$ cat config.mk
export PLATFORM = sky130hd
export DESIGN_NAME = ppdb_front
export DESIGN_NICKNAME = d
export VERILOG_FILES = /design/src/hdl/ppdb_pkg.sv /design/src/hdl/ppdb_front.sv
export SDC_FILE = /design/constraint.sdc
export NUM_CORES = 2
export LEC_CHECK = 0
export BUFFER_PORTS_ARGS = -buffer_cell sky130_fd_sc_hd__buf_2
export CAP_MARGIN = 20
export CORE_ASPECT_RATIO = 1.25
export CORE_MARGIN = 5
export CORE_UTILIZATION = 50
export DETAILED_ROUTE_END_ITERATION = 10
export GPL_TIMING_DRIVEN = 0
export PLACE_DENSITY = 0.78
export SLEW_MARGIN = 20
export SYNTH_ARGS = -nofsm -noshare
export SYNTH_HDL_FRONTEND = slang
export SYNTH_SLANG_ARGS = --single-unit
$ cat constraint.sdc
create_clock -name clk -period 28.1 [get_ports clk]
set_clock_uncertainty 0.2 [all_clocks]
set_input_delay 5.62 -clock clk [delete_from_list [all_inputs] [get_ports clk]]
set_output_delay 5.62 -clock clk [all_outputs]
set_load 0.02 [all_outputs]
$ cat src/hdl/ppdb_pkg.sv
`timescale 1ns / 1ps
// ----------------------------------------------------------------------------
// ppdb_pkg
// Shared types and constants of the point projection depth buffer.
// ----------------------------------------------------------------------------
package ppdb_pkg;

  // input item action codes
  localparam logic [1:0] ACT_CLEAR = 2'd0;
  localparam logic [1:0] ACT_SPLAT = 2'd1;
  localparam logic [1:0] ACT_READ  = 2'd2;

  // result status codes
  localparam logic [1:0] ST_OK      = 2'd0;
  localparam logic [1:0] ST_OUTSIDE = 2'd1;
  localparam logic [1:0] ST_ZERO_Z  = 2'd2;

  // configuration register indexes
  localparam logic [2:0] REG_K00    = 3'd0;
  localparam logic [2:0] REG_K01    = 3'd1;
  localparam logic [2:0] REG_K02    = 3'd2;
  localparam logic [2:0] REG_K10    = 3'd3;
  localparam logic [2:0] REG_K11    = 3'd4;
  localparam logic [2:0] REG_K12    = 3'd5;
  localparam logic [2:0] REG_WIDTH  = 3'd6;
  localparam logic [2:0] REG_HEIGHT = 3'd7;

  // configuration reset values
  localparam logic [31:0] K00_RESET    = 32'd38226033;
  localparam logic [31:0] K01_RESET    = 32'd0;
  localparam logic [31:0] K02_RESET    = 32'd20971520;
  localparam logic [31:0] K10_RESET    = 32'd0;
  localparam logic [31:0] K11_RESET    = 32'd37972296;
  localparam logic [31:0] K12_RESET    = 32'd15728640;
  localparam logic [10:0] WIDTH_RESET  = 11'd640;
  localparam logic [9:0]  HEIGHT_RESET = 10'd480;

  // command fields sized for the largest supported image and index
  localparam int CMD_COORD_W = 12;
  localparam int CMD_INDEX_W = 32;

  // top two rows of the intrinsic matrix, entry 3*row+col
  typedef logic [5:0][31:0] kmat_t;

  typedef enum logic [1:0] {
    CMD_CLEAR,
    CMD_SPLAT,
    CMD_READ,
    CMD_DROP
  } cmd_kind_t;

  typedef struct packed {
    cmd_kind_t              kind;
    logic [1:0]             status;
    logic [CMD_COORD_W-1:0] col;
    logic [CMD_COORD_W-1:0] row;
    logic [31:0]            z;
    logic [CMD_INDEX_W-1:0] number;
  } cmd_t;

endpackage

$ cat src/hdl/ppdb_front.sv
`timescale 1ns / 1ps
// ----------------------------------------------------------------------------
// ppdb_front
// Accepts items, classifies them and projects splat points to a pixel.
// ----------------------------------------------------------------------------
module ppdb_front #(
  parameter int MAX_WIDTH  = 1024,
  parameter int MAX_HEIGHT = 512
) (
  input  logic                clk,
  input  logic                rst,
  input  logic                hold,
  input  logic                in_valid,
  output logic                in_ready,
  input  logic [1:0]          action,
  input  logic signed [31:0]  point_x,
  input  logic signed [31:0]  point_y,
  input  logic signed [31:0]  point_z,
  input  logic [23:0]         point_number,
  input  logic [9:0]          read_col,
  input  logic [8:0]          read_row,
  input  ppdb_pkg::kmat_t     kmat,
  input  logic [10:0]         image_width,
  input  logic [9:0]          image_height,
  output logic                cmd_valid,
  input  logic                cmd_ready,
  output ppdb_pkg::cmd_t      cmd
);

  localparam int WB = ($clog2(MAX_WIDTH + 1) > 11) ? $clog2(MAX_WIDTH + 1) : 11;
  localparam int HB = ($clog2(MAX_HEIGHT + 1) > 10) ? $clog2(MAX_HEIGHT + 1) : 10;
  localparam int CW = $clog2(MAX_WIDTH);
  localparam int RW = $clog2(MAX_HEIGHT);
  localparam int DIV_STEPS = 64;

  typedef enum logic [2:0] {
    S_IDLE,
    S_MUL,
    S_ABS,
    S_DIV,
    S_ROUND,
    S_CHECK,
    S_PUSH
  } state_t;

  state_t               state;
  logic                 pass;       // 0: column, 1: row
  logic [1:0]           step;
  logic signed [31:0]   px;
  logic signed [31:0]   py;
  logic signed [31:0]   pz;
  logic [31:0]          pnum;
  logic                 z_neg;
  logic [47:0]          divisor;
  logic signed [63:0]   prod;
  logic signed [65:0]   acc;
  logic [63:0]          dividend;
  logic [47:0]          rem;
  logic [63:0]          quo;
  logic [5:0]           bit_cnt;
  logic                 mag_neg;
  logic [63:0]          q_round;
  logic                 r_neg;
  logic                 col_out;
  logic [CW-1:0]        col_val;
  ppdb_pkg::cmd_t       cmd_q;

  logic [WB-1:0]        iw_ext;
  logic [WB-1:0]        ew;
  logic [HB-1:0]        ih_ext;
  logic [HB-1:0]        eh;
  logic [2:0]           kidx;
  logic signed [31:0]   mul_a;
  logic signed [31:0]   mul_b;
  logic [48:0]          trial;
  logic                 fits;
  logic                 round_up;
  logic [63:0]          lim;
  logic                 chk_out;
  logic [31:0]          zmag;
  logic                 rd_out;
  logic                 accept;
  ppdb_pkg::cmd_t       idle_cmd;
  ppdb_pkg::cmd_t       final_cmd;

  // effective image size
  assign iw_ext = WB'(image_width);
  assign ew     = (iw_ext > WB'(MAX_WIDTH)) ? WB'(MAX_WIDTH) : iw_ext;
  assign ih_ext = HB'(image_height);
  assign eh     = (ih_ext > HB'(MAX_HEIGHT)) ? HB'(MAX_HEIGHT) : ih_ext;

  assign in_ready  = (state == S_IDLE) && !hold;
  assign accept    = in_valid && in_ready;
  assign cmd_valid = (state == S_PUSH);
  assign cmd       = cmd_q;

  // one shared multiplier walks k*x, k*y, k*z of the current row
  assign kidx  = (step == 2'd3) ? 3'd0 : (pass ? 3'd3 + {1'b0, step} : {1'b0, step});
  assign mul_a = $signed(kmat[kidx]);
  assign mul_b = (step == 2'd0) ? px : ((step == 2'd1) ? py : pz);

  // restoring divide, one quotient bit a cycle
  assign trial    = {rem, dividend[63]};
  assign fits     = (trial >= {1'b0, divisor});
  assign round_up = ({rem, 1'b0} >= {1'b0, divisor});

  // a negative result that rounds to zero still lands on pixel zero
  assign lim     = pass ? 64'(eh) : 64'(ew);
  assign chk_out = (r_neg && (q_round != '0)) || (q_round >= lim);

  assign zmag   = point_z[31] ? 32'(-point_z) : 32'(point_z);
  assign rd_out = (WB'(read_col) >= ew) || (HB'(read_row) >= eh);

  always_comb begin
    idle_cmd        = '0;
    idle_cmd.z      = 32'(point_z);
    idle_cmd.number = 32'(point_number);
    case (action)
      ppdb_pkg::ACT_CLEAR: begin
        idle_cmd.kind   = ppdb_pkg::CMD_CLEAR;
        idle_cmd.status = ppdb_pkg::ST_OK;
      end
      ppdb_pkg::ACT_SPLAT: begin
        // only pushed as is when z is zero
        idle_cmd.kind   = ppdb_pkg::CMD_DROP;
        idle_cmd.status = ppdb_pkg::ST_ZERO_Z;
      end
      ppdb_pkg::ACT_READ: begin
        if (rd_out) begin
          idle_cmd.kind   = ppdb_pkg::CMD_DROP;
          idle_cmd.status = ppdb_pkg::ST_OUTSIDE;
        end else begin
          idle_cmd.kind   = ppdb_pkg::CMD_READ;
          idle_cmd.status = ppdb_pkg::ST_OK;
          idle_cmd.col    = ppdb_pkg::CMD_COORD_W'(read_col);
          idle_cmd.row    = ppdb_pkg::CMD_COORD_W'(read_row);
        end
      end
      default: begin
        idle_cmd.kind   = ppdb_pkg::CMD_DROP;
        idle_cmd.status = ppdb_pkg::ST_OK;
      end
    endcase
  end

  always_comb begin
    final_cmd        = '0;
    final_cmd.z      = 32'(pz);
    final_cmd.number = pnum;
    if (col_out || chk_out) begin
      final_cmd.kind   = ppdb_pkg::CMD_DROP;
      final_cmd.status = ppdb_pkg::ST_OUTSIDE;
    end else begin
      final_cmd.kind   = ppdb_pkg::CMD_SPLAT;
      final_cmd.status = ppdb_pkg::ST_OK;
      final_cmd.col    = ppdb_pkg::CMD_COORD_W'(col_val);
      final_cmd.row    = ppdb_pkg::CMD_COORD_W'(RW'(q_round));
    end
  end

  always_ff @(posedge clk) begin
    if (rst) begin
      state <= S_IDLE;
    end else begin
      case (state)
        S_IDLE: begin
          if (accept) begin
            px      <= point_x;
            py      <= point_y;
            pz      <= point_z;
            pnum    <= 32'(point_number);
            z_neg   <= point_z[31];
            divisor <= {zmag, 16'h0000};
            pass    <= 1'b0;
            step    <= 2'd0;
            acc     <= '0;
            cmd_q   <= idle_cmd;
            if (action == ppdb_pkg::ACT_SPLAT && point_z != '0) begin
              state <= S_MUL;
            end else begin
              state <= S_PUSH;
            end
          end
        end
        S_MUL: begin
          if (step != 2'd3) begin
            prod <= mul_a * mul_b;
          end
          if (step != 2'd0) begin
            acc <= acc + 66'(prod);
          end
          step <= step + 2'd1;
          if (step == 2'd3) begin
            state <= S_ABS;
          end
        end
        S_ABS: begin
          mag_neg  <= acc[65];
          dividend <= acc[65] ? 64'(-acc) : 64'(acc);
          rem      <= '0;
          quo      <= '0;
          bit_cnt  <= '0;
          state    <= S_DIV;
        end
        S_DIV: begin
          dividend <= {dividend[62:0], 1'b0};
          if (fits) begin
            rem <= 48'(trial - {1'b0, divisor});
            quo <= {quo[62:0], 1'b1};
          end else begin
            rem <= trial[47:0];
            quo <= {quo[62:0], 1'b0};
          end
          bit_cnt <= bit_cnt + 6'd1;
          if (bit_cnt == 6'(DIV_STEPS - 1)) begin
            state <= S_ROUND;
          end
        end
        S_ROUND: begin
          // half away from zero on the magnitude
          q_round <= quo + 64'(round_up);
          r_neg   <= mag_neg ^ z_neg;
          state   <= S_CHECK;
        end
        S_CHECK: begin
          if (!pass) begin
            col_out <= chk_out;
            col_val <= CW'(q_round);
            pass    <= 1'b1;
            step    <= 2'd0;
            acc     <= '0;
            state   <= S_MUL;
          end else begin
            cmd_q <= final_cmd;
            state <= S_PUSH;
          end
        end
        S_PUSH: begin
          if (cmd_ready) begin
            state <= S_IDLE;
          end
        end
        default: begin
          state <= S_IDLE;
        end
      endcase
    end
  end

  a_div_nonzero: assert property (@(posedge clk) disable iff (rst)
    (state == S_DIV) |-> (divisor != '0))
    else $error("divide started with zero divisor");

  a_splat_ok: assert property (@(posedge clk) disable iff (rst)
    (cmd_valid && cmd.kind == ppdb_pkg::CMD_SPLAT) |-> (cmd.status == ppdb_pkg::ST_OK))
    else $error("splat command carries a drop status");

endmodule

Word level (Yosys, flattened, before mapping)
Index checks and enable logic that the tools add are counted.
{"block": "op_classes", "magnitude_cmp": 8, "mul": 1, "n_addsub": 8, "bitwise_logic": 3, "n_eq_ne": 19, "muxes": 42, "n_reduce_logical": 28}
{"operator": "$pmux W64 S2", "count": 2}
{"operator": "$mux W66", "count": 3}
{"operator": "$pmux W66 S3", "count": 1}
{"operator": "$mux W92", "count": 2}
{"operator": "$pmux W92 S2", "count": 1}
{"operator": "$ge A49 B48 Y1", "count": 2}
{"operator": "$bmux W32 S3", "count": 1}
{"operator": "$mux W32", "count": 3}
{"operator": "$pmux W48 S2", "count": 1}
{"operator": "$add A66 B64 Y66", "count": 1}
{"operator": "$mux W22", "count": 3}
{"operator": "$add A64 B1 Y64", "count": 1}
{"operator": "$ge A64 B11 Y1", "count": 1}
{"operator": "$mul A32 B32 Y64", "count": 1}
{"operator": "$mux W64", "count": 1}
{"operator": "$neg A64 Y64", "count": 1}
{"operator": "$reduce_bool A64 Y1", "count": 1}
{"operator": "$mux W48", "count": 1}
{"operator": "$sub A48 B48 Y48", "count": 1}
{"operator": "$neg A32 Y32", "count": 1}
{"operator": "$reduce_bool A32 Y1", "count": 1}
{"operator": "$mux W31", "count": 1}
{"operator": "$mux W3", "count": 9}
{"operator": "$mux W11", "count": 2}
{"operator": "38 further kinds", "count": 67}
{"block": "word_totals", "elab_cells": 136, "input_bits": 359, "ff_bits": 640}

Logic depth before layout (Yosys ltp)
{"block": "logic_depth", "depth_word": 9, "mapped_depth": 39}

Worst setup path after synthesis
No wires, ideal clock.
{"block": "synth_path", "path_type": "in2reg", "startpoint": "in rst", "endpoint": "reg mag_neg, enable pin", "t_arrival_ps": 19031, "path_slack_ps": 8523, "required_ps": 27554, "stages": 3, "setup_ps": 346, "path_cell_list": "clkbuf_1 > nor3_1 > and2_1"}
{"block": "synth_between", "elab_chain_len": 2}
{"element": "start: declaration", "line": "ppdb_front.sv:11", "text": "input logic rst,"}
{"element": "$not A1 Y1 (no source line)"}
{"element": "$reduce_and A2 Y1 (no source line)"}
{"element": "end signal: assignment", "line": "ppdb_front.sv:198", "text": "mag_neg <= acc[65];"}
{"element": "end: declaration", "line": "ppdb_front.sv:61", "text": "logic mag_neg;"}
No other way between the ends.
A chain may end at the register's enable or synchronous reset.

Final worst setup path
{"block": "layout_path", "startpoint": "in kmat[35] in the netlist's numbering", "endpoint": "reg prod[62], data pin"}
{"block": "layout_between", "elab_chain_len": 3}
{"element": "start: declaration", "line": "ppdb_front.sv:22", "text": "input ppdb_pkg::kmat_t kmat,"}
{"element": "$bmux W32 S3", "line": "ppdb_front.sv:99", "text": "assign mul_a = $signed(kmat[kidx]);"}
{"element": "$mux W32 (implied by the code)", "line": "ppdb_front.sv:99"}
{"element": "$mul A32 B32 Y64", "line": "ppdb_front.sv:187", "text": "prod <= mul_a * mul_b;"}
{"element": "end signal: assignment", "line": "ppdb_front.sv:187"}
{"element": "end: declaration", "line": "ppdb_front.sv:55", "text": "logic signed [63:0] prod;"}
No other way between the ends. The select of a mux whose other input is x is not followed.

==> run summary <==
final hold violation count - 0
Final Cycle Share - 0.5715
Mapped Cells - 6955
crit path launch - kmat[35]
router iterations before antenna repair - 9
Worst path most repeated cell - fa_1
hold path start - acc[65]
vias in the first global route - 56.96k
CP peak stage delay - 1.02 ns
FF/Latch Area - 18740 um^2
dominant synthesized flop cell - edfxtp_1
WP data required - 28.38 ns
CP Launch Type - input port
crit path DAT - 16.34 ns
CTS Buf Count - 67
ys async rst share - 0
reported max-cap violation count - 0
cell taking the most area after synthesis - fa_1
vias per inst - 5.836
Ys Warns - 0
initial cell density of the core - 0.5029
core area - 137300 um^2
pin count of the biggest net entering global routing - 42
Worst R2R Path Depth - 31
root buffer cell - clkbuf_16
CTS sink cnt - 625
synthesis-to-layout area growth - 11.06%
status - finished, final reports clean
reg2reg end - prod[62]
Residual DRC - 0
multi-input logic area - 45150 um^2
R2R Path Start - step[0]
Top delay family on crit path - adder cells
register area share after synthesis - 0.2714
TritonCTS clock tree - built
share of post-route cells with drive strength above 1 - 0.1001
initial antenna violation count - 15
top-count cell post-synth - fa_1
unrepaired setup endpoints after global routing - false
Routed WL - 261.3 mm
Routed Antenna Nets - 0
die height - 425.5 um
depth of the worst hold-timing path - 0
CP max stage cell - clkbuf_1
post-layout minimum cycle time - 16.06 ns
crit path kind - in2reg
CP Max Fanout - 10
type of the worst min-delay path - reg2reg
Site Rows - 152
top-area cell type share of the netlist area - 0.3143
Slew Limit Headroom - 0.1081
chip width - 342.4 um
Avg Cell Area, Syn - 9.928 um^2
CTS resizes - 0
IO Port Bufs - 438
CTS H-tree depth - 3
CTS Buffer Depth - 3
post-synthesis cell type count - 80
routed len/inst - 27.68 um
I/O pin cnt - 453
die area - 145700 um^2
Post-synth EDFFs - 622
synth top area cells - fa_1, edfxtp_1, inv_1, ha_1, nand2_1
Fmax - 0.06227 GHz
grt ovf - 0
CP Capture Type - register
Clock Latency Late Sink - 0.68 ns
DRT iter0 DRCs - 5604
Fill cells - 12.09k
R2R Setup Slk - 14.52 ns
Hold Buf Count CTS - 0
gpl congestion - 1.100
first-pass GRT wire length - 377.3 mm
final setup violation count - 0
WHS Endpoint - mag_neg
Final nets - 9296
dpl hpwl - 217.0 mm
Post-synth top cells - fa_1, inv_1, nand2_1, nor2_1, edfxtp_1
via count - 55.09k
Worst Tran Pin Value - 1.329 ns
# Post-CTS Setup Buffers - 0
post-synthesis register bit count - 625
post-synthesis cell area - 69050 um^2
Global Route Usage Sum - 0.3581
setup_tns - 0 ns
Buf/Inv on CP - 7
final slew viol count - 0
clock slew at reported path FFs - 0.06 ns
==> how the worst max path moves through the flow <==
stage | end | slack, ns | depth (start not counted)
after floorplan | mag_neg | 8.52 | 3
after global placement | mag_neg | 3.40 | 3
after detailed placement | prod[61] | 11.58 | 31
after CTS | prod[61] | 12.28 | 31
after global routing | prod[61] | 11.80 | 31
final | prod[62] | 12.04 | 30
==> cells by family (layout without fill, tap and decap cells) <==
kind of cell	after synthesis	in the layout	synth area share
XOR/XNOR	310	310	0.03932
other	1	21	0.00005431
AND/OR/NAND/NOR	2219	2219	0.1379
flip-flops	625	625	0.2714
AO/OA/AOI/OAI	879	879	0.08071
buffers and inverters	1417	2034	0.07813
adder cells (fa/ha/maj)	1403	1403	0.3721
multiplexers	101	101	0.02046
==> per-stage QoR <==
stage | setup slack [ns] | utilization | hold WS (ns) | instances | instance area, um^2
floorplan | 8.523 | - | 0.2244 | 6967 | 69100
global placement | 3.403 | 0.5360 | 0.2361 | 9253 | 73600
detailed placement | 11.58 | 0.5424 | 0.2391 | 9312 | 74480
CTS | 12.28 | 0.5582 | 0.2463 | 9431 | 76650
global route | 11.80 | 0.5584 | 0.2631 | 9434 | 76670
finish | 12.04 | 0.5585 | 0.2510 | 9440 | 76690
==> state kept, by name, indices dropped and copies added, names as in the netlist <==
signal	cells
pz	32
py	32
prod	64
acc	66
col_out	1
mag_neg	1
bit_cnt	6
cmd	79
r_neg	1
pass	1
state	3
pnum	24
rem	48
px	32
col_val	10
q_round	64
dividend	64
divisor	31
quo	64
step	2
==> area by class of cell <==
cell class                 count  share of cell area
buffer                       333             0.01760
tap                         1848             0.03015
antenna                        8           0.0002610
clock inverter                45            0.006102
multi-input combinational   4925              0.5888
sequential                   625              0.2443
clock buffer                  74             0.02220
inverter                    1084             0.05306
timing repair buffer         498             0.03751
==> placed cells by master (no fill, tap or decap), types with 39 or more instances in the layout <==
master     synthesis  routed
nand4_1           45      45
nand3_1           88      88
xor2_1           136     136
edfxtp_1         622     622
xnor2_1          174     174
and2_1           107     107
o21ai_0          230     211
nor3_1            44      39
clkbuf_1         282     270
a21o_1           102     102
inv_1           1082    1082
mux2i_1           68      68
a21oi_1          197     196
ha_1             319     319
nand2_1         1024    1024
o21a_1            80      79
clkbuf_16          0      67
buf_2             19     457
buf_4             14      47
nor2_1           703     701
fa_1            1084    1083
==> metal layers <==
| layer | GRT usage | share of wire |
|---|---|---|
| met3 | 0.08677 | 0.097 |
| met2 | 0.5881 | 0.47 |
| met1 | 0.4107 | 0.34 |
| met5 | 0 | 0.00016 |
| met4 | 0.2565 | 0.096 |
Power is left out: the tool's default activity adds up to more than one toggle a clock period on the data nets, which glitch-free logic cannot reach.
