`config.mk`:
```
export PLATFORM = sky130hd
export DESIGN_NAME = ppdb_queue
export DESIGN_NICKNAME = d
export VERILOG_FILES = /design/src/hdl/ppdb_queue.sv
export SDC_FILE = /design/constraint.sdc
export NUM_CORES = 1
export LEC_CHECK = 0
export BUFFER_PORTS_ARGS = -buffer_cell sky130_fd_sc_hd__clkbuf_2
export CAP_MARGIN = 20
export CORE_MARGIN = 1
export CORE_UTILIZATION = 52
export CTS_BUF_LIST = sky130_fd_sc_hd__clkbuf_8
export DETAILED_ROUTE_END_ITERATION = 12
export HOLD_SLACK_MARGIN = 0.12
export PLACE_DENSITY = 0.87
export RECOVER_POWER = 50
export SYNTH_ARGS = -nofsm -noshare
export SYNTH_HDL_FRONTEND = slang
export SYNTH_SLANG_ARGS = --single-unit
```
`constraint.sdc`:
```
create_clock -name clk -period 1.6 [get_ports clk]
set_input_delay 0.16 -clock clk [delete_from_list [all_inputs] [get_ports clk]]
set_output_delay 0.16 -clock clk [all_outputs]
set_load 0.03 [all_outputs]
```
`src/hdl/ppdb_queue.sv`:
```
`timescale 1ns / 1ps
// ----------------------------------------------------------------------------
// ppdb_queue
// Small FIFO between the projection front end and the depth store.
// ----------------------------------------------------------------------------
module ppdb_queue #(
  parameter int DW    = 8,
  parameter int DEPTH = 2
) (
  input  logic          clk,
  input  logic          rst,
  input  logic          push_valid,
  output logic          push_ready,
  input  logic [DW-1:0] push_data,
  output logic          pop_valid,
  input  logic          pop_ready,
  output logic [DW-1:0] pop_data
);

  localparam int PW = (DEPTH > 1) ? $clog2(DEPTH) : 1;
  localparam int CNTW = $clog2(DEPTH + 1);

  logic [DW-1:0]   slots [DEPTH];
  logic [PW-1:0]   wr_ptr;
  logic [PW-1:0]   rd_ptr;
  logic [CNTW-1:0] count;
  logic            do_push;
  logic            do_pop;

  assign push_ready = (count != CNTW'(DEPTH));
  assign pop_valid  = (count != '0);
  assign pop_data   = slots[rd_ptr];
  assign do_push    = push_valid && push_ready;
  assign do_pop     = pop_valid && pop_ready;

  always_ff @(posedge clk) begin
    if (do_push) begin
      slots[wr_ptr] <= push_data;
    end
  end

  // pointers wrap at DEPTH
  always_ff @(posedge clk) begin
    if (rst) begin
      wr_ptr <= '0;
      rd_ptr <= '0;
      count  <= '0;
    end else begin
      if (do_push) begin
        wr_ptr <= (wr_ptr == PW'(DEPTH - 1)) ? '0 : wr_ptr + 1'b1;
      end
      if (do_pop) begin
        rd_ptr <= (rd_ptr == PW'(DEPTH - 1)) ? '0 : rd_ptr + 1'b1;
      end
      if (do_push && !do_pop) begin
        count <= count + 1'b1;
      end else if (do_pop && !do_push) begin
        count <= count - 1'b1;
      end
    end
  end

  a_count_bound: assert property (@(posedge clk) disable iff (rst)
    count <= CNTW'(DEPTH))
    else $error("queue count above depth");

endmodule

```
After elaboration in Yosys (flattened, before gate mapping)
Memories as Yosys holds them, arrays and structs flattened. A register that Yosys moved wholly into a read port is not among the register bits.
Index checks and enable logic that the tools add are counted.
{"block": "classes", "mux": 8, "add_sub_neg": 4, "eq_ne": 1, "n_reduce_logical": 8}
{"cell": "2-to-1 mux 1 bit", "n": 6}
{"cell": "logical AND 1 bit", "n": 4}
{"cell": "2-to-1 mux 2 bit", "n": 2}
{"cell": "nonzero test 2 bit", "n": 2}
{"cell": "adder 1 bit, second input constant", "n": 2}
{"cell": "adder 2 x 1 -> 2 bit, second input constant", "n": 1}
{"cell": "logical NOT 1 bit", "n": 2}
{"cell": "inequality test 2 bit, second input constant", "n": 1}
{"cell": "subtractor 2 x 1 -> 2 bit, second input constant", "n": 1}
{"block": "word_totals", "n_memories": 1, "ff_bits": 4, "wordCells": 25, "ramBits": 16, "inputBits": 12}
{"name": "slots", "words": 2, "width": 8, "rd": 1, "rd_clocked_by_memory_dff": 1, "write_ports": 1, "line_no": "23", "text": "logic [DW-1:0] slots [DEPTH];"}

Longest topological paths before layout
Gate-level depths: netlist (run 1).
{"block": "logic_depth", "word_depth": 6, "ltp_mapped": 6, "mapped_depth_nobuf": 6}

Worst setup path after synthesis (run 1)
No wires, ideal clock.
{"block": "synth_timing", "kind": "register -> register", "start": "register count[0]", "end": "register count[1]", "path_buffers": 0, "stages_incl_launch_ff": 6, "t_arrival_ns": 1.479, "setup_time_ns": 0.070, "period_less_slack_ns": 1.549, "path_slack_ns": 0.051, "cell_sequence": "dfxtp_1 > nand2b_4 > and2_1 > ha_1 > or3_1 > a21oi_1"}
{"block": "synth_via", "elab_chain_len": 5, "word_cells_on_any_way": 13, "cone_classes": "add/sub: 2; eq/ne: 1; mux: 2; reduce/logical: 8"}
{"element": "from (decl)", "line_no": "26", "text": "logic [CNTW-1:0] count;"}
{"element": "from (signal assigned)", "line_no": "56", "text": "count <= count + 1'b1;"}
{"element": "from (signal assigned)", "line_no": "58", "text": "count <= count - 1'b1;"}
{"element": "inequality test 2 bit *", "line_no": "30", "text": "assign push_ready = (count != CNTW'(DEPTH));"}
{"element": "via push_ready", "line_no": "13", "text": "output logic push_ready,"}
{"element": "logical AND 1 bit *", "line_no": "33", "text": "assign do_push = push_valid && push_ready;"}
{"element": "logical NOT 1 bit", "line_no": "57", "text": "end else if (do_pop && !do_push) begin"}
{"element": "logical AND 1 bit", "line_no": "57"}
{"element": "nonzero test 2 bit (no line)"}
Mark *: on every way through the listed nets, which the timed path passes. The rest lies on a longest branch. The select of a mux whose other input is x is not followed.
A chain may end at the register's enable or synchronous reset.

Worst setup path after layout (run 1)
{"block": "layout_timing", "start": "register count[0]", "end": "register count[1]"}
{"block": "layout_via", "elab_chain_len": 5, "word_cells_on_any_way": 13, "cone_classes": "add/sub: 2; eq/ne: 1; mux: 2; reduce/logical: 8"}
{"element": "parallel branches: the longest is 5 deep, another holds subtractor 2 x 1 -> 2 bit"}
Parallel ways; which one is timed is not known. The select of a mux whose other input is x is not followed.

==> summary.txt, run 1 <==
Min path
  – Hold Crit Class: input pin to flip-flop
  – HP Start: rst
  – WHS Path Cells: 2
  – Hold EP: count[1]

Synth
  – Synth Warn #: 0
  – Synth cell count leaders: 16 x edfxtp_1, 8 x mux2_2, 5 x dfxtp_1
  – Top_reg_cell synth: edfxtp_1
  – Cell count after synthesis: 49
  – Synthesized flop and latch total: 21
  – Async set-reset flop share out of synthesis: 0
  – Number of flops mapped to enable cells by yosys: 16
  – Post-synthesis sequential area ratio: 0.720
  – Mapped cell area: 806 um^2
  – Yosys top cell area share: 0.596
  – Syn nets: 62
  – Cell variety after synth: 17
  – Cell with the most instances after synthesis: edfxtp_1
  – Post-synth top area cell: edfxtp_1
  – Synthesized area per cell: 16.4 um^2
  – Area contributors post-synth: edfxtp_1 60%, dfxtp_1 12%, mux2_2 11%

GRT
  – Total GRT Usage: 0.190
  – Vias in the first global route: 464
  – First-pass GRT wire length: 1.99 mm
  – Largest net degree at the start of global routing: 13
  – Initial antenna violation count: 0
  – GRT overflow: 0

Timing
  – Hold Vio Cnt, Final: 0
  – Peak Freq: 0.647 GHz
  – Max_slew headroom: 0.754
  – Slew Limit Fails: 0
  – Crit share post-route: 0.966
  – Final setup fails: 0
  – Minimum clock period: 1.55 ns
  – Fin Clk Skew: 0.00172 ns
  – Final setup TNS: 0 ns
  – Worst hold slack: 0.127 ns
  – Least-Margin Pin Slew: 0.368 ns

Critical path
  – Reg2Reg Setup Slack: 0.05 ns
  – CP Launch Type: flip-flop
  – WP data arrival: 1.73 ns
  – Critical Path End Type: flip-flop
  – Max Fanout on Critical Path: 5
  – R2R Path End: count[1]
  – Critical path's largest stage delay: 0.35 ns
  – Slowest cell on the critical path: dfxtp_2
  – Worst-path cell chain: nand2b_4 > and2_1 > ha_4 > xor2_1 > or3_1 > a21oi_1
  – R2R Path Start: count[0]
  – Required time worst endpoint: 1.78 ns
  – Path type of the worst setup path: flip-flop to flip-flop
  – Worst R2R Path Depth: 6

Final layout
  – Nets: 96
  – Finished Cell Area: 0.00107 mm^2
  – Diodes inserted: 0
  – Area delta synth->final: 32.3%
  – Share of cells above drive strength 1: 0.415
  – Register Area: 583 um^2
  – Filler cells: 91
  – Multi-input gate area: 229 um^2

Clocking
  – Clk Latency, worst-skew pair: 0.25 ns
  – Clock root cell: clkbuf_8
  – Max Root-Sink Buffers: 2
  – CTS buffer count: 3
  – Htree depth: 1
  – CTS tree: yes
  – Worst-path clk slew: 0.07 ns
  – Post-CTS Setup Inserts: 0
  – Sink Count: 21

Floorplan
  – Die Area: 0.00171 mm^2
  – Die W: 41.4 um
  – Die H: 41.4 um
  – Rows: 13
  – Initial Utilization: 0.590
  – Core Region: 0.00137 mm^2
  – I/O pin total: 22

Place
  – I/O Buffers: 21
  – HPWL after DPL: 958 um
  – GPL Wtd Cong: 0.681
  – Cell Area, Placed: 932 um^2

Routing
  – Vias: 504
  – Initial drt markers: 2
  – DR vias/cell: 5.20
  – Routed WL per cell: 14.3 um
  – Final WL: 1.39 mm
  – # DRC: 0
  – DRT antenna net count: 0
  – First-pass detailed-route iteration total: 2

Run status
  – Status: completed

Power and ir drop
  – P_leak: 0.419 nW
  – PD cells: 1630 mW/mm^2
  – VDD IR-drop max: 1390 uV

Flow run
  – Max Cap Violations: 0
[per-layer routing]
layer,wire length [um],up-vias,track usage
li1,-,246,-
met1,573,245,0.238
met2,760,11,0.328
met3,41,2,0.0319
met4,12,0,0.0726
met5,0,-,0
[metrics by stage]
stage	cells	setup WS (ns)	power [W]	util
4_1_cts	97	0.0150	0.00172	0.776
5_1_grt	97	-0.00525	0.00183	0.780
3_5_place_dp	85	0.0159	0.00138	0.682
6_report	97	0.0549	0.00174	0.780
3_3_place_gp	85	0.101	0.00134	0.682
2_1_floorplan	49	0.0511	0.00121	-
[critical path: cells and delay by family, from the launching register on]
family                   cells  cell delay, ns
AO/OA/AOI/OAI                1            0.15
XOR/XNOR                     1            0.15
adder cells (fa/ha/maj)      1            0.16
flip-flops                   1            0.35
AND/OR/NAND/NOR              3            0.66
[cell type report]
cell class,count,area share
multi-input combinational,26,0.215
timing repair buffer,30,0.174
sequential,21,0.547
clock buffer,3,0.0387
tap,15,0.0176
inverter,1,0.00352
clock inverter,1,0.00469
[what timing repair did]
| action | in CTS | in global routing |
|---|---|---|
| setup endpoints to repair | 1 | 1 |
| hold buffers | 8 | 0 |
| endpoints found under the hold margin | 16 | 0 |
| gates resized for setup | 1 | 3 |
[cells in the final DEF (no fill, tap or decap), types with 2 or more instances in the layout]
cell           netlist  final
a21oi_1              2      2
clkbuf_1             0      6
clkbuf_2             0     15
clkbuf_8             0      3
dfxtp_1              5      3
dfxtp_2              0      2
dlygate4sd3_1        0      8
edfxtp_1            16     16
mux2_2               8      8
nor2_1               3      3
xor2_1               3      3
[report_power, final]
group	switching, W	internal (W)
clock	0.000160	0.000173
combinational	0.000371	0.000258
sequential	0.0000766	0.000697
[how the worst max path moves through the flow]
stage	from	endpoint	slack [ns]
finish	count[0]	count[1]	0.05
global route	count[0]	count[1]	-0.005
CTS	count[1]	count[1]	0.02
detailed placement	count[0]	count[1]	0.02
global placement	count[0]	count[1]	0.10
floorplan	count[0]	count[1]	0.05
[sequential cells by signal, summed over array words and instances (netlist names), named ones only]
register	cells
slots	16
count	2
rd_ptr	1
wr_ptr	1
[logic make-up after synthesis]
logic type               after synthesis  synth area share
buffers and inverters                  2            0.0109
multiplexers                           8             0.112
adder cells (fa/ha/maj)                1            0.0155
AO/OA/AOI/OAI                          5            0.0373
flip-flops                            21             0.721
XOR/XNOR                               3            0.0326
AND/OR/NAND/NOR                        9            0.0714
Power figures use the tool's default switching activity.
==> run 2, diff against run 1 <==
--- a/config.mk
+++ b/config.mk
@@ -8,11 +8,10 @@
 export BUFFER_PORTS_ARGS = -buffer_cell sky130_fd_sc_hd__clkbuf_2
 export CAP_MARGIN = 20
 export CORE_MARGIN = 1
-export CORE_UTILIZATION = 52
-export CTS_BUF_LIST = sky130_fd_sc_hd__clkbuf_8
+export CORE_UTILIZATION = 49
 export DETAILED_ROUTE_END_ITERATION = 12
 export HOLD_SLACK_MARGIN = 0.12
-export PLACE_DENSITY = 0.87
+export PLACE_DENSITY = 0.83
 export RECOVER_POWER = 50
 export SYNTH_ARGS = -nofsm -noshare
 export SYNTH_HDL_FRONTEND = slang
==> run 2 against run 1 <==
Against the previous run:
- sequential share of layout area increased by 1.1 points
- fmax decreased by 1.1%
- clock skew hardly changed
- highest routed layer unchanged
==> summary.txt, run 2 (same netlist as run 1, synthesis figures left out) <==
Run status
  – Status: completed

Final layout
  – Area delta synth->final: 30.0%
  – Final Util: 0.687 (-0.0930)
  – Commonest non-fill, non-tap cells in the layout: 16 x clkbuf_2, 16 x edfxtp_1, 9 x dlygate4sd3_1, 8 x mux2_2, 6 x clkbuf_1
  – Largest register FFs: 16 (unchanged)
  – Diodes inserted: 0 (unchanged)
  – Nets: 97 (+1.0%)
  – Share of cells above drive strength 1: 0.410 (-0.00500)
  – Regs by FF count: slots x16, count x2
  – Top reg by flops: slots

Floorplan
  – Rows: 14 (+1)
  – Initial Utilization: 0.529 (-0.0610)
  – Core Region: 0.00152 mm^2 (+12%)
  – Die Area: 0.00181 mm^2 (+5.8%)
  – I/O pin total: 22 (unchanged)
  – Die H: 42.6 um (+2.9%)
  – Die W: 42.6 um (+2.9%)

Power and ir drop
  – P_leak: 0.415 nW (-0.94%)
  – VDD IR-drop max: 922 uV (-34%)
  – PD cells: 1540 mW/mm^2 (-5.5%)

Critical path
  – Slowest cell on the critical path: or3_1
  – Crit. path cell count: 5 (-1)
  – R2R Path Start: count[0]
  – WP buf/inv: 0 (unchanged)
  – Required time worst endpoint: 1.83 ns (+0.05 ns)
  – Max Fanout on Critical Path: 5 (unchanged)
  – CP top delay family: simple AND/OR/NAND/NOR gates
  – WP data arrival: 1.79 ns (+0.06 ns)
  – Worst R2R Path Depth: 5 (-1)
  – Critical Path End Type: flip-flop
  – Path type of the worst setup path: flip-flop to flip-flop
  – Critical path endpoint: count[1]
  – Worst-path cell chain: nand2b_4 > and2_1 > ha_1 > or3_1 > a21oi_1
  – R2R Path End: count[1]
  – Reg2Reg Setup Slack: 0.04 ns (-0.02 ns)
  – Critical path's largest stage delay: 0.37 ns (+0.02 ns)
  – CP startpoint: count[0]
  – CP Launch Type: flip-flop

Clocking
  – CTS tree: yes
  – Clock root cell: clkbuf_4
  – CTS buffer count: 3 (unchanged)
  – Worst-path clk slew: 0.11 ns (+0.04 ns)
  – Sink Count: 21 (unchanged)
  – Clk Latency, worst-skew pair: 0.29 ns (+0.04 ns)
  – Max Root-Sink Buffers: 2 (unchanged)
  – Htree depth: 1 (unchanged)

Timing
  – Fin Clk Skew: 0.00213 ns (+0.000414 ns)
  – Slew Limit Fails: 0 (unchanged)
  – Worst hold slack: 0.159 ns (+0.0323 ns)
  – Max_slew headroom: 0.741 (-0.0134)
  – Hold Vio Cnt, Final: 0 (unchanged)
  – Least-Margin Pin Slew: 0.388 ns (+0.0201 ns)
  – RSZ-0062 raised after global routing: yes
  – Peak Freq: 0.640 GHz (-1.1%)
  – Final setup fails: 0 (unchanged)
  – Minimum clock period: 1.56 ns (+0.0170 ns)
  – Crit share post-route: 0.976 (+0.0106)

Routing
  – # DRC: 0 (unchanged)
  – Routed WL per cell: 13.3 um (-6.7%)
  – First-pass detailed-route iteration total: 5 (+3)
  – DR vias/cell: 5.00 (-3.8%)
  – Initial drt markers: 3 (+1)
  – Final WL: 1.32 mm (-4.8%)
  – Vias: 495 (-1.8%)
  – DRT antenna net count: 0 (unchanged)

Min path
  – Hold Crit Class: input pin to flip-flop

GRT
  – Total GRT Usage: 0.171 (-0.0190)
  – Vias in the first global route: 512 (+10%)
  – GRT overflow: 0 (unchanged)
  – First-pass GRT wire length: 2.13 mm (+6.6%)
  – Largest net degree at the start of global routing: 12 (-1)
  – Initial antenna violation count: 0 (unchanged)

Place
  – I/O Buffers: 21 (unchanged)
  – GPL Wtd Cong: 0.637 (-6.5%)

Flow run
  – Max Cap Violations: 0 (unchanged)
## run 2: worst min-delay path, cell delays in order
cell      delay (ns)
clkbuf_2        0.10
nand3b_1        0.10
a21oi_1         0.06
## run 2: worst min-delay path by stage
stage | from | endpoint | slack [ns] | depth (start not counted)
4_1_cts | push_valid | wr_ptr | 0.15 | 3
6_report | push_valid | wr_ptr | 0.16 | 3
5_1_grt | push_valid | wr_ptr | 0.18 | 3
2_1_floorplan | rst | count[1] | 0.23 | 1
3_3_place_gp | push_data[7] | slots[0][7] | 0.35 | 1
3_5_place_dp | push_data[4] | slots[0][4] | 0.35 | 1
## run 2: area by class of cell
| type | count | area, um^2 |
|---|---|---|
| well taps | 16 | 20.0 |
| flip-flops and latches | 21 | 584 |
| clock buffers | 4 | 26.3 |
| fillers | 112 | 477 |
| inverters | 1 | 3.75 |
| multi-input cells | 26 | 216 |
| repair buffers | 31 | 196 |
## run 2: stage by stage
stage          setup TNS [ns]  total power (W)  worst slack (ns)  cells  area (um^2)
6_report                    0          0.00161            0.0379     99         1050
3_3_place_gp                0          0.00134            0.0995     86          933
3_5_place_dp                0          0.00136            0.0283     86          933
4_1_cts                     0          0.00162           0.00102     99         1050
5_1_grt               -0.0301          0.00171           -0.0301     99         1050
2_1_floorplan               0          0.00121            0.0511     49          806
## run 2: metal layers
metal | routed length [um] | global-route usage | vias to the layer above | part of all wire
met4 | 14 | 0.0750 | 0 | 0.011
li1 | - | - | 250 | -
met5 | 0 | 0 | - | 0
met2 | 717 | 0.295 | 20 | 0.54
met3 | 56 | 0.0517 | 2 | 0.042
met1 | 533 | 0.194 | 223 | 0.40
## run 2: report_power, final
part	internal [W]	leakage (nW)	switching, W
combinational	0.000250	0.208	0.000345
clock	0.0000970	0.0150	0.000147
sequential	0.000699	0.192	0.0000736
## run 2: repair_timing
| item | 4_1_cts | 5_1_grt |
|---|---|---|
| buffers inserted | 0 | 0 |
| resized for setup | 0 | 3 |
| setup endpoints to repair | 0 | 9 |
| hold buffers | 9 | 0 |
| endpoints found under the hold margin | 21 | 0 |
==> run 3, diff against run 2 <==
--- a/config.mk
+++ b/config.mk
@@ -7,8 +7,10 @@
 export LEC_CHECK = 0
 export BUFFER_PORTS_ARGS = -buffer_cell sky130_fd_sc_hd__clkbuf_2
 export CAP_MARGIN = 20
+export CELL_PAD_IN_SITES_DETAIL_PLACEMENT = 0
+export CELL_PAD_IN_SITES_GLOBAL_PLACEMENT = 2
 export CORE_MARGIN = 1
-export CORE_UTILIZATION = 49
+export CORE_UTILIZATION = 34
 export DETAILED_ROUTE_END_ITERATION = 12
 export HOLD_SLACK_MARGIN = 0.12
 export PLACE_DENSITY = 0.83
==> run 3 against run 2 <==
Against the previous run:
- worst hold slack improved by 0.031 ns
- global-route usage shrank 6.7 points
- cell count is 12% higher
- setup slack improved by 0.0042 ns
- fmax grew 0.27%
- clock power fell by 7%
- register-to-register slack about the same
- wire length shrank 8.9%
- first-iteration DRC count up 33%
- total power shrank 0.74%
- critical path type unchanged
==> summary.txt, run 3 (same netlist as run 1, synthesis figures left out) <==
Final layout
  – Filler cells: 210 (+88%)
  – Finished Layout Cells: 111 (+12%)
  – Share of cells above drive strength 1: 0.434 (+0.0241)
  – Commonest non-fill, non-tap cell in the layout: clkbuf_2
  – Diodes inserted: 0 (unchanged)
  – Register Area: 584 um^2 (unchanged)
  – Regs by FF count: slots x16, count x2
  – Top reg by flops: slots
  – Commonest non-fill, non-tap cells in the layout: 18 x clkbuf_2, 16 x edfxtp_1, 9 x dlygate4sd3_1, 8 x mux2_2, 4 x clkbuf_1
  – Nets: 97 (unchanged)
  – Area delta synth->final: 32.1%
  – Largest register FFs: 16 (unchanged)
  – Multi-input gate area: 216 um^2 (unchanged)

Routing
  – DRT antenna net count: 0 (unchanged)
  – Initial drt markers: 4 (+1)
  – DR vias/cell: 4.44 (-11%)
  – Final WL: 1.20 mm (-8.9%)
  – First-pass detailed-route iteration total: 4 (-1)
  – Vias: 493 (-0.40%)
  – Routed WL per cell: 10.8 um (-19%)
  – # DRC: 0 (unchanged)

Floorplan
  – I/O pin total: 22 (unchanged)
  – Rows: 17 (+3)
  – Initial Utilization: 0.361 (-0.168)
  – Die W: 50.7 um (+19%)
  – Core Region: 0.00223 mm^2 (+47%)
  – Die Area: 0.00257 mm^2 (+42%)
  – Die H: 50.7 um (+19%)

Timing
  – Fin Clk Skew: 0.00146 ns (-0.000676 ns)
  – Crit share post-route: 0.974 (-0.00260)
  – Slew Limit Fails: 0 (unchanged)
  – Max_slew headroom: 0.743 (+0.00202)
  – Worst setup slack after layout: 0.0420 ns (+0.00416 ns)
  – Final setup fails: 0 (unchanged)
  – Hold Vio Cnt, Final: 0 (unchanged)
  – Worst hold slack: 0.191 ns (+0.0313 ns)
  – Peak Freq: 0.642 GHz (+0.27%)
  – Final setup TNS: 0 ns (unchanged)
  – Least-Margin Pin Slew: 0.385 ns (-0.00303 ns)
  – RSZ-0062 raised after global routing: yes
  – Minimum clock period: 1.56 ns (-0.00416 ns)

Critical path
  – Max Fanout on Critical Path: 5 (unchanged)
  – Required time worst endpoint: 1.82 ns (about the same)
  – Worst-path cell chain: nand2b_4 > and2_1 > ha_1 > or3_1 > a21oi_1
  – WP data arrival: 1.77 ns (-0.02 ns)
  – Critical path's largest stage delay: 0.37 ns (about the same)
  – Path type of the worst setup path: flip-flop to flip-flop
  – CP Launch Type: flip-flop
  – Slowest cell on the critical path: or3_1
  – Critical Path End Type: flip-flop

GRT
  – Vias in the first global route: 470 (-8.2%)
  – Largest net degree at the start of global routing: 12 (unchanged)
  – GRT overflow: 0 (unchanged)
  – Initial antenna violation count: 0 (unchanged)
  – Total GRT Usage: 0.104 (-0.0673)
  – First-pass GRT wire length: 1.87 mm (-12%)

Clocking
  – Post-CTS Setup Inserts: 0 (unchanged)
  – Clock root cell: clkbuf_4
  – Sink Count: 21 (unchanged)
  – Htree depth: 1 (unchanged)
  – Max Root-Sink Buffers: 2 (unchanged)
  – CTS tree: yes
  – Clk Latency, worst-skew pair: 0.28 ns (about the same)
  – Worst-path clk slew: 0.10 ns (about the same)
  – CTS buffer count: 3 (unchanged)

Place
  – GPL Wtd Cong: 0.622 (-2.4%)
  – I/O Buffers: 21 (unchanged)
  – HPWL after DPL: 855 um
  – Dpl cells: 98 (+14%)
  – Setup slack at placement: 0.0489 ns (+0.0206 ns)

Power and ir drop
  – PD cells: 1500 mW/mm^2 (-2.4%)
  – P_leak: 0.421 nW (+1.4%)
  – VDD IR-drop max: 1090 uV (+18%)

Min path
  – Hold Crit Class: input pin to flip-flop

Flow run
  – Max Cap Violations: 0 (unchanged)

Run status
  – Status: completed
-- run 3: power by group --
part	leakage [nW]	total, W	switching (W)	internal, W
Sequential	0.192	0.000773	0.0000742	0.000699
Combinational	0.214	0.000598	0.000347	0.000251
Clock	0.0150	0.000229	0.000132	0.0000967
Total	0.421	0.00160	0.000554	0.00105
-- run 3: final cells by class --
cell class,count,area share
inverter,1,0.00353
timing repair buffer,31,0.187
multi-input combinational,26,0.203
tap,28,0.0329
sequential,21,0.549
clock buffer,4,0.0247
-- run 3: per-layer routing --
metal | track usage | vias up | wire length, um | share of wire
met5 | 0 | - | 0 | 0
met4 | 0.0556 | 0 | 8 | 0.0066
met3 | 0.0303 | 2 | 59 | 0.049
met2 | 0.178 | 16 | 579 | 0.48
met1 | 0.115 | 225 | 557 | 0.46
li1 | - | 250 | - | -
-- run 3: through the flow --
stage           util  power, W  instance area (um^2)
2_1_floorplan      -   0.00121                   806
3_3_place_gp   0.425   0.00135                   948
3_5_place_dp   0.425   0.00136                   948
4_1_cts        0.477   0.00161                  1060
5_1_grt        0.477   0.00170                  1060
6_report       0.477   0.00160                  1060
-- run 3: path summary, 6_finish.rpt --
kind / start / end / slack [ns] / cells after the start
worst max-delay path: count[0] / count[1] / 0.04 / 5
worst min-delay path: push_valid / wr_ptr / 0.19 / 3
worst max register to register: count[0] / count[1] / 0.04 / 5
worst min register to register: rd_ptr / rd_ptr / 0.52 / 2
-- run 3: what timing repair did --
action / CTS / global route
endpoints found under the hold margin: 21 / 0
gates resized for setup: 0 / 3
hold buffers: 9 / 0
setup endpoints to repair: 0 / 9
-- run 3: worst max-delay path, delay by kind of cell, from the launching register on --
kind | cells | cell delay [ns]
flip-flops | 1 | 0.36
adder cells (fa/ha/maj) | 1 | 0.31
AO/OA/AOI/OAI | 1 | 0.14
AND/OR/NAND/NOR | 3 | 0.68
